`src/rtl/vpft_pkg.sv`:
```
`timescale 1ns / 1ps
// ----------------------------------------------------------------------------
// vpft_pkg: shared definitions for the virtual PCI function table
// Operation and status codes, lifecycle flag positions, the slot store write
// request, and the fixed config-space template.
// ----------------------------------------------------------------------------
package vpft_pkg;

  localparam int unsigned MAX_SLOTS    = 32;
  localparam int unsigned SLOT_W       = $clog2(MAX_SLOTS);
  localparam int unsigned CONFIG_BYTES = 256;
  localparam int unsigned FLAG_W       = 7;
  localparam int unsigned GEN_W        = 64;
  localparam int unsigned ACT_W        = 6;

  // Bit positions inside the lifecycle flag word.
  localparam int unsigned F_LOGICAL = 0;
  localparam int unsigned F_PRESENT = 1;
  localparam int unsigned F_READY   = 2;
  localparam int unsigned F_MATCH   = 3;
  localparam int unsigned F_BOUND   = 4;
  localparam int unsigned F_ONLINE  = 5;
  localparam int unsigned F_QUAR    = 6;

  // Register index of the only configuration register.
  localparam logic REG_ACTIVE_SLOTS = 1'b0;

  typedef logic [FLAG_W-1:0] flags_t;
  typedef logic [GEN_W-1:0]  gen_t;
  typedef logic [SLOT_W-1:0] slot_idx_t;

  typedef enum logic [3:0] {
    OP_ADD      = 4'd0,
    OP_PREPARE  = 4'd1,
    OP_ENABLE   = 4'd2,
    OP_PROBE    = 4'd3,
    OP_REMOVE   = 4'd4,
    OP_RESCAN   = 4'd5,
    OP_READ_CFG = 4'd6,
    OP_WRITE_CFG= 4'd7,
    OP_QUERY    = 4'd8
  } op_e;

  typedef enum logic [2:0] {
    ST_OK       = 3'd0,
    ST_INVAL    = 3'd1,
    ST_RANGE    = 3'd2,
    ST_NOSPACE  = 3'd3,
    ST_NOTPRES  = 3'd4,
    ST_BUSY     = 3'd5,
    ST_NOTREADY = 3'd6,
    ST_RO       = 3'd7
  } status_e;

  // Write request into the slot store.
  typedef struct packed {
    logic      flags_en;
    logic      gen_en;
    slot_idx_t addr;
    flags_t    flags;
    gen_t      gen;
  } store_wr_t;

  // Config-space template: the header pattern repeats at bytes 44..47.
  function automatic logic [7:0] template_byte(input logic [15:0] addr);
    logic [7:0] val;
    begin
      case (addr)
        16'd0, 16'd44: val = 8'h46;
        16'd1, 16'd45: val = 8'h4d;
        16'd2, 16'd46: val = 8'h01;
        16'd11:        val = 8'h12;
        default:       val = 8'h00;
      endcase
      return val;
    end
  endfunction

endpackage

```
`src/rtl/virtual_pci_function_table_core.sv`:
```
`timescale 1ns / 1ps
// ----------------------------------------------------------------------------
// virtual_pci_function_table_core: table of virtual PCI functions
// Keeps lifecycle flags and a generation number for each function slot and
// executes add, lifecycle, config-space and query operations on them.
// ----------------------------------------------------------------------------
// Usage:
//   An operation enters on the input valid/ready channel; each one produces
//   exactly one result transaction on the output channel (status, assigned
//   slot, read data, flags and generation).
//   The slot entry is read from the store at the accepting edge, the result is
//   computed and written back in the next cycle, and the result is presented
//   from an output register after the edge that ends that cycle, which is when
//   out_valid_o rises. One operation is in flight at a time; a new one is
//   accepted in the same cycle its predecessor's result is taken, so each
//   operation waits for the store read and the read-modify-write of the one
//   before it to finish.
//   A vector of logical-present bits in flip-flops marks occupied slots; it
//   feeds the free-slot priority encoder and masks store entries of free
//   slots to zero, so reset empties the table at once with no clearing pass.
//   Reset also sets active_slots to 32. While the receiver stalls, the result
//   holds and no new operation is accepted.
//   active_slots is written through the APB port at address 0; the user must
//   write it only while the block is idle, and the block does not enforce it.
// ----------------------------------------------------------------------------
module virtual_pci_function_table_core
  import vpft_pkg::*;
(
  input  logic          clk_i,
  input  logic          rst_ni,
  // APB configuration port
  input  logic          psel,
  input  logic          penable,
  input  logic          pwrite,
  input  logic [2:0]    paddr,
  input  logic [31:0]   pwdata,
  output logic [31:0]   prdata,
  output logic          pready,
  // Operation channel
  input  logic          in_valid_i,
  output logic          in_ready_o,
  input  logic [3:0]    op_i,
  input  logic [7:0]    slot_i,
  input  logic [15:0]   byte_offset_i,
  input  logic [7:0]    access_width_i,
  input  logic [31:0]   write_value_i,
  input  logic [63:0]   new_generation_i,
  input  logic          probe_ok_i,
  // Result channel
  output logic          out_valid_o,
  input  logic          out_ready_i,
  output logic [2:0]    status_o,
  output logic [4:0]    assigned_slot_o,
  output logic [31:0]   read_data_o,
  output logic [6:0]    slot_flags_o,
  output logic [63:0]   slot_generation_o
);

  typedef enum logic [2:0] {
    S_IDLE = 3'b001,
    S_EXEC = 3'b010,
    S_RESP = 3'b100
  } state_e;

  state_e               state_q, state_d;
  logic [ACT_W-1:0]     active_q;
  logic [MAX_SLOTS-1:0] logical_q, logical_d;

  // Latched operation.
  logic [3:0]  op_q;
  logic [7:0]  slot_q;
  logic [15:0] off_q;
  logic [7:0]  width_q;
  logic [31:0] wval_q;
  gen_t        gen_q;
  logic        probe_ok_q;

  // Result registers.
  status_e     status_q, status_d;
  slot_idx_t   assigned_q, assigned_d;
  logic [31:0] rdata_q, rdata_d;
  flags_t      qflags_q, qflags_d;
  gen_t        qgen_q, qgen_d;

  logic      in_accept;
  store_wr_t wr;
  flags_t    rd_flags;
  gen_t      rd_gen;

  // APB port: single register, writes take effect on the access cycle.
  assign pready = 1'b1;
  assign prdata = {{(32-ACT_W){1'b0}}, active_q};

  always_ff @(posedge clk_i or negedge rst_ni) begin
    if (!rst_ni) begin
      active_q <= ACT_W'(MAX_SLOTS);
    end else if (psel && penable && pwrite && pready && (paddr[2] == REG_ACTIVE_SLOTS)) begin
      active_q <= pwdata[ACT_W-1:0];
    end
  end

  // Handshake.
  assign in_ready_o  = (state_q == S_IDLE) || ((state_q == S_RESP) && out_ready_i);
  assign in_accept   = in_valid_i && in_ready_o;
  assign out_valid_o = (state_q == S_RESP);

  // Capture the operation on acceptance.
  always_ff @(posedge clk_i) begin
    if (in_accept) begin
      op_q       <= op_i;
      slot_q     <= slot_i;
      off_q      <= byte_offset_i;
      width_q    <= access_width_i;
      wval_q     <= write_value_i;
      gen_q      <= new_generation_i;
      probe_ok_q <= probe_ok_i;
    end
  end

  // Slot store, read at acceptance.
  vpft_store u_store (
    .clk_i      (clk_i),
    .rd_en_i    (in_accept),
    .rd_addr_i  (slot_i[SLOT_W-1:0]),
    .wr_i       (wr),
    .rd_flags_o (rd_flags),
    .rd_gen_o   (rd_gen)
  );

  // Free-slot priority encoder over the logical-present bits.
  logic [MAX_SLOTS-1:0] free_mask;
  slot_idx_t            free_idx;
  logic                 free_found;

  always_comb begin
    for (int i = 0; i < MAX_SLOTS; i++) begin
      free_mask[i] = !logical_q[i] && ({1'b0, active_q} > (ACT_W+1)'(i));
    end
    free_idx = '0;
    for (int i = MAX_SLOTS - 1; i >= 0; i--) begin
      if (free_mask[i]) begin
        free_idx = SLOT_W'(i);
      end
    end
    free_found = |free_mask;
  end

  // Common operand checks.
  slot_idx_t   s_idx;
  flags_t      cur_flags;
  gen_t        cur_gen;
  logic        regs_ok, in_range, width_ok, span_ok, nz_data;
  logic [16:0] span_end;
  logic [31:0] tmpl_data;

  assign s_idx     = slot_q[SLOT_W-1:0];
  assign cur_flags = logical_q[s_idx] ? rd_flags : '0;
  assign cur_gen   = logical_q[s_idx] ? rd_gen : '0;
  assign regs_ok   = (active_q != '0) && (active_q <= ACT_W'(MAX_SLOTS));
  assign in_range  = {2'b0, slot_q} < {4'b0, active_q};
  assign width_ok  = (width_q == 8'd1) || (width_q == 8'd2) || (width_q == 8'd4);
  assign span_end  = {1'b0, off_q} + {9'b0, width_q};
  assign span_ok   = (off_q < 16'(CONFIG_BYTES)) && (span_end <= 17'(CONFIG_BYTES));

  // Little-endian template bytes and the nonzero-byte check of a write.
  always_comb begin
    tmpl_data[7:0]   = template_byte(off_q);
    tmpl_data[15:8]  = (width_q != 8'd1) ? template_byte(off_q + 16'd1) : 8'h00;
    tmpl_data[23:16] = (width_q == 8'd4) ? template_byte(off_q + 16'd2) : 8'h00;
    tmpl_data[31:24] = (width_q == 8'd4) ? template_byte(off_q + 16'd3) : 8'h00;
    nz_data = (wval_q[7:0] != 8'h00) ||
              ((width_q != 8'd1) && (wval_q[15:8] != 8'h00)) ||
              ((width_q == 8'd4) && (wval_q[31:16] != 16'h0000));
  end

  // Execute: compute the result and the store write-back.
  always_comb begin
    flags_t f;
    f          = cur_flags;
    status_d   = ST_OK;
    assigned_d = '0;
    rdata_d    = '0;
    qflags_d   = '0;
    qgen_d     = '0;
    logical_d  = logical_q;
    wr         = '0;
    wr.addr    = s_idx;

    case (op_q)
      OP_ADD: begin
        if (!regs_ok || (gen_q == '0)) begin
          status_d = ST_INVAL;
        end else if (!free_found) begin
          status_d = ST_NOSPACE;
        end else begin
          wr.flags_en = 1'b1;
          wr.gen_en   = 1'b1;
          wr.addr     = free_idx;
          wr.flags    = flags_t'((1 << F_LOGICAL) | (1 << F_PRESENT));
          wr.gen      = gen_q;
          logical_d[free_idx] = 1'b1;
          assigned_d = free_idx;
        end
      end
      OP_PREPARE, OP_ENABLE, OP_PROBE, OP_REMOVE, OP_RESCAN, OP_QUERY: begin
        if (!regs_ok) begin
          status_d = ST_INVAL;
        end else if (!in_range) begin
          status_d = ST_RANGE;
        end else begin
          case (op_q)
            OP_PREPARE: begin
              if (!f[F_PRESENT] || f[F_QUAR]) begin
                status_d = ST_NOTPRES;
              end else if (f[F_MATCH]) begin
                status_d = ST_BUSY;
              end else begin
                f[F_READY] = 1'b1;
              end
            end
            OP_ENABLE: begin
              if (!f[F_PRESENT] || f[F_QUAR]) begin
                status_d = ST_NOTPRES;
              end else if (!f[F_READY] || f[F_MATCH]) begin
                status_d = ST_NOTREADY;
              end else begin
                f[F_MATCH] = 1'b1;
              end
            end
            OP_PROBE: begin
              if (!f[F_PRESENT] || !f[F_MATCH]) begin
                status_d = ST_NOTREADY;
              end else begin
                f[F_MATCH] = 1'b0;
                f[F_READY] = 1'b0;
                if (probe_ok_q) begin
                  f[F_BOUND]  = 1'b1;
                  f[F_ONLINE] = 1'b1;
                end else begin
                  // A failed probe takes the function offline and quarantines it.
                  f[F_PRESENT] = 1'b0;
                  f[F_BOUND]   = 1'b0;
                  f[F_ONLINE]  = 1'b0;
                  f[F_QUAR]    = 1'b1;
                end
              end
            end
            OP_REMOVE: begin
              if (!f[F_LOGICAL]) begin
                status_d = ST_NOTPRES;
              end else begin
                f = '0;
                wr.gen_en = 1'b1;
                wr.gen    = '0;
                logical_d[s_idx] = 1'b0;
              end
            end
            OP_RESCAN: begin
              if (!f[F_LOGICAL]) begin
                status_d = ST_NOTPRES;
              end else if (f[F_PRESENT]) begin
                status_d = ST_BUSY;
              end else begin
                f = flags_t'((1 << F_LOGICAL) | (1 << F_PRESENT));
              end
            end
            default: begin
              qflags_d = f;
              qgen_d   = cur_gen;
            end
          endcase
          wr.flags_en = (status_d == ST_OK);
          wr.flags    = f;
        end
      end
      OP_READ_CFG: begin
        if (!width_ok || !regs_ok) begin
          status_d = ST_INVAL;
        end else if (!in_range) begin
          status_d = ST_RANGE;
        end else if (!cur_flags[F_PRESENT]) begin
          status_d = ST_NOTPRES;
        end else if (!span_ok) begin
          status_d = ST_RANGE;
        end else begin
          rdata_d = tmpl_data;
        end
      end
      OP_WRITE_CFG: begin
        // No byte of the config space is writable.
        if (!width_ok || !span_ok || !regs_ok) begin
          status_d = ST_INVAL;
        end else if (!in_range) begin
          status_d = ST_RANGE;
        end else if (!cur_flags[F_PRESENT]) begin
          status_d = ST_NOTPRES;
        end else if (nz_data) begin
          status_d = ST_RO;
        end
      end
      default: begin
        status_d = ST_INVAL;
      end
    endcase

    if (state_q != S_EXEC) begin
      wr.flags_en = 1'b0;
      wr.gen_en   = 1'b0;
      logical_d   = logical_q;
    end
  end

  // Sequencer.
  always_comb begin
    state_d = state_q;
    case (state_q)
      S_IDLE: begin
        if (in_accept) begin
          state_d = S_EXEC;
        end
      end
      S_EXEC: begin
        state_d = S_RESP;
      end
      S_RESP: begin
        if (in_accept) begin
          state_d = S_EXEC;
        end else if (out_ready_i) begin
          state_d = S_IDLE;
        end
      end
      default: begin
        state_d = S_IDLE;
      end
    endcase
  end

  always_ff @(posedge clk_i or negedge rst_ni) begin
    if (!rst_ni) begin
      state_q   <= S_IDLE;
      logical_q <= '0;
    end else begin
      state_q   <= state_d;
      logical_q <= logical_d;
    end
  end

  // Result register, loaded at the end of the execute cycle.
  always_ff @(posedge clk_i) begin
    if (state_q == S_EXEC) begin
      status_q   <= status_d;
      assigned_q <= assigned_d;
      rdata_q    <= rdata_d;
      qflags_q   <= qflags_d;
      qgen_q     <= qgen_d;
    end
  end

  assign status_o          = status_q;
  assign assigned_slot_o   = assigned_q;
  assign read_data_o       = rdata_q;
  assign slot_flags_o      = qflags_q;
  assign slot_generation_o = qgen_q;

endmodule

```
`src/rtl/vpft_store.sv`:
```
`timescale 1ns / 1ps
// ----------------------------------------------------------------------------
// vpft_store: per-slot lifecycle flags and generation numbers
// Two synchronous memories with one write port and one registered read port.
// Entries are not reset; the caller masks entries of free slots.
// ----------------------------------------------------------------------------
module vpft_store
  import vpft_pkg::*;
(
  input  logic      clk_i,
  input  logic      rd_en_i,
  input  slot_idx_t rd_addr_i,
  input  store_wr_t wr_i,
  output flags_t    rd_flags_o,
  output gen_t      rd_gen_o
);

  flags_t flags_mem [MAX_SLOTS];
  gen_t   gen_mem   [MAX_SLOTS];
  flags_t rd_flags_q;
  gen_t   rd_gen_q;

  // Write port.
  always_ff @(posedge clk_i) begin
    if (wr_i.flags_en) begin
      flags_mem[wr_i.addr] <= wr_i.flags;
    end
    if (wr_i.gen_en) begin
      gen_mem[wr_i.addr] <= wr_i.gen;
    end
  end

  // Registered read port.
  always_ff @(posedge clk_i) begin
    if (rd_en_i) begin
      rd_flags_q <= flags_mem[rd_addr_i];
      rd_gen_q   <= gen_mem[rd_addr_i];
    end
  end

  assign rd_flags_o = rd_flags_q;
  assign rd_gen_o   = rd_gen_q;

endmodule

```
`config.mk`:
```
export PLATFORM = sky130hd
export DESIGN_NAME = virtual_pci_function_table_core
export DESIGN_NICKNAME = d
export VERILOG_FILES = /design/src/rtl/vpft_pkg.sv /design/src/rtl/virtual_pci_function_table_core.sv /design/src/rtl/vpft_store.sv
export SDC_FILE = /design/constraint.sdc
export NUM_CORES = 2
export LEC_CHECK = 0
export BUFFER_PORTS_ARGS = -buffer_cell sky130_fd_sc_hd__buf_2
export CAP_MARGIN = 20
export CORE_MARGIN = 10
export CORE_UTILIZATION = 55
export CTS_CLUSTER_DIAMETER = 60
export CTS_CLUSTER_SIZE = 40
export DETAILED_ROUTE_END_ITERATION = 7
export PLACE_DENSITY = 0.72
export REMOVE_ABC_BUFFERS = 1
export SLEW_MARGIN = 20
export SYNTH_ARGS = -nofsm -noshare
export SYNTH_HDL_FRONTEND = slang
export SYNTH_SLANG_ARGS = --single-unit
```
`constraint.sdc`:
```
create_clock -name clk_i -period 32 [get_ports clk_i]
set_input_delay 9.6 -clock clk_i [delete_from_list [all_inputs] [get_ports clk_i]]
set_output_delay 9.6 -clock clk_i [all_outputs]
set_load 0.02 [all_outputs]
```
==> results.md <==
* Most common cell after layout, fill and taps aside: edfxtp_1
* Status: complete, no violations
* Largest delay contributor family on the critical path: buffers and inverters
* CTS tree: yes
* IO buf count at 257
* Die X at 451.0 um
* Sequential-to-total area share from yosys stat at 0.7669
* # DRC at 0
* Combinational Power Share at 0.079
* Hold buffer count at cts at 0
* GPL Wtd Cong at 0.8676
* Hold EP: slot_generation_o[46]
* Critical path capture point type: output port
* Slowest stage delay, CP at 0.26 ns
* Critical Path RT at 22.40 ns
* Synthesis Warnings at 0
* Floorplan row count at 158
* Sink Count at 2616
* Max frequency at 50.06 MHz
* Hold Crit Start: u_store.rd_gen_o[46]
* First-pass GRT wire length at 350100 um
* Worst hold path type: flop to flop
* Setup TNS at 0 ns
* Max clock buf depth at 3
* Area of the multi-input gates at 22910 um2
* Total track usage at 0.2366
* Fin. max-slew vios at 0
* Setup Buffers After CTS at 0
* Nets@finish at 5084
* Initial antenna violation count at 3
* Worst-path clk slew at 0.10 ns
* Hold Path Cell Cnt at 1
* Async S/R FF share, synth at 0.01567
* Root Buffer: clkbuf_16
* Launching point of the worst reg2reg path: active_q[5]
* Worst-skew pair later-pin latency at 0.86 ns
* HPWL Detailed at 130300 um
* Mapped Cells at 4611
* Number of synthesized flops with an enable pin at 2575
* Worst reg2reg endpoint: u_store.gen_mem[24][39]
* Clock Skew at 0.07499 ns
* Total CTS buffers at 155
* NetSw at 1.737 mW
* Pwr Total at 6.873 mW
* Maximum VDD drop at 0.04879 mV
* Final Non-Filler Cells at 7514
* Place WS at 12.02 ns
* Pin count of the biggest net entering global routing at 160
* Max-cap viol count at 0
* Vias post-DR at 48870
* Main synth FF type: edfxtp_1
* Internal at 5.135 mW
* Crit-path slowest cell: mux2_2
* DR pass1 iterations at 6
* FF-to-FF setup slack at 24.42 ns
* Reg power frac at 0.579
* Final Hold Vio Count at 0
* Max-slew headroom at 0.2328
* FF+latch area at 78350 um2
* Boundary Pins at 321
* CP cell instances: buf_2, nand2_1, mux2_2, nor2_1, buf_2
* P&R area growth vs syn at 10.23%
* Synthesized flop and latch total at 2616
* Drt wl/cell at 32.38 um
* CORE AREA at 185000 um2
* Clk pwr share at 0.342
* Initial DRC count at 6720
* Switching part of the total power at 0.2528
* Syn avg cell area at 22.16 um2
* Crit path time final at 19.98 ns
* Setup violations, final at 0
* Setup Crit Path Kind: input pin to output port
* CTS HTree Levels at 4
* Final ANT Viol Nets at 0
* CP Max Fanout at 3
* Most frequent cells in the layout: edfxtp_1, mux4_2, buf_2
* R2R depth at 11
* Number of global-route vias before repair at 48590
* Drt via density at 6.504
* Data arrival, critical path at 10.38 ns
* Netlist cell types at 85
* Initial Util at 0.5522
* Setup repair after global routing missed its margin: false
* CP startpoint kind: input pin
* Fill count at 12570
* Crit-path most repeated cell: buf_2
* Tcrit/Tclk final at 0.6243
* Die area at 203400 um2
* Post_cts resized at 0
* Wirelength, routed at 243300 um
* Syn Std Cell Area at 102200 um2
* Placed Instances at 7214
* Fraction of layout cells with a size suffix above 1 at 0.3033
* Power per cell area at 61.02 nW/um2
* Die H at 451.0 um
* Leakage power at 32.87 nW
* Placed cell area at 106600 um2
* Worst slew pin tran at 1.148 ns
* Worst path buffer plus inverter count at 2
* GR Overflow Total at 0
* Worst setup margin at 12.02 ns
* Final instance area at 112600 um2
-- final cells by class --
class	instances	area share
clock inverter	126	0.01705
timing repair buffer	367	0.01949
sequential	2616	0.6957
tap	2480	0.02755
multi-input combinational	1729	0.2035
antenna	6	0.0001333
clock buffer	166	0.03584
inverter	24	0.0007999
-- per-layer routing --
metal,GRT usage,vias to the layer above,wire (um)
li1,-,19920,-
met3,0.03588,342,20450
met4,0.07006,0,7851
met2,0.3862,2545,120800
met1,0.3353,26070,94210
met5,0,-,0
-- Yosys cell counts (all sizes together) (23+ instances only) --
cell type | number | area share
and2 | 149 | 0.0091
edfxtp | 2575 | 0.76
nand2 | 69 | 0.0025
nor3 | 69 | 0.0043
mux2 | 82 | 0.0091
nor2 | 102 | 0.0040
mux4 | 710 | 0.16
dfrtp | 39 | 0.0096
nor4 | 42 | 0.0027
clkbuf | 154 | 0.0057
inv | 23 | 0.00084
nand3 | 32 | 0.0016
o21ai | 108 | 0.0053
buf | 121 | 0.0064
a21oi | 42 | 0.0021
-- flip-flops by register name, indices dropped and copies added, names as in the netlist, 20 cells and up --
name / count
wval_q: 32
u_store.rd_gen_o: 64
gen_q: 64
logical_q: 32
u_store.gen_mem: 2048
slot_generation_o: 64
u_store.flags_mem: 224
read_data_o: 20
-- through the flow --
stage	hold WS, ns	util
floorplan	0.4928	-
global placement	0.5052	0.5760
detailed placement	0.5040	0.5761
CTS	0.5103	0.6083
global route	0.5426	0.6086
finish	0.5077	0.6087
-- logic make-up (layout without fill, tap and decap cells) --
| family | count (synthesis) | after routing | share of synthesized area |
|---|---|---|---|
| DFF | 2616 | 2616 | 0.7669 |
| muxes | 814 | 814 | 0.1677 |
| and+or+nand+nor | 566 | 566 | 0.03123 |
| buffers and inverters | 299 | 683 | 0.01293 |
| AOI/OAI and AO/OA | 285 | 285 | 0.01803 |
| adders and majority gates | 16 | 16 | 0.002033 |
| xor gates and xnor gates | 13 | 13 | 0.001114 |
| other | 2 | 41 | 0.00007350 |
-- how the worst max path moves through the flow --
stage	startpoint	to	slack, ns	cells after the start
floorplan	out_ready_i	in_ready_o	12.19	3
global placement	out_ready_i	in_ready_o	12.02	5
detailed placement	out_ready_i	in_ready_o	12.02	5
CTS	out_ready_i	in_ready_o	12.02	5
global route	out_ready_i	in_ready_o	11.95	5
finish	out_ready_i	in_ready_o	12.02	5
-- power by group through the flow --
stage	clock network, mW	logic, mW	registers, mW
2_1_floorplan	0	0.297	4.05
3_3_place_gp	0	0.534	4.05
3_5_place_dp	0	0.545	4.05
4_1_cts	2.39	0.547	3.98
5_1_grt	2.51	0.588	3.99
6_report	2.35	0.544	3.98
(Power assumes the default switching activity.)
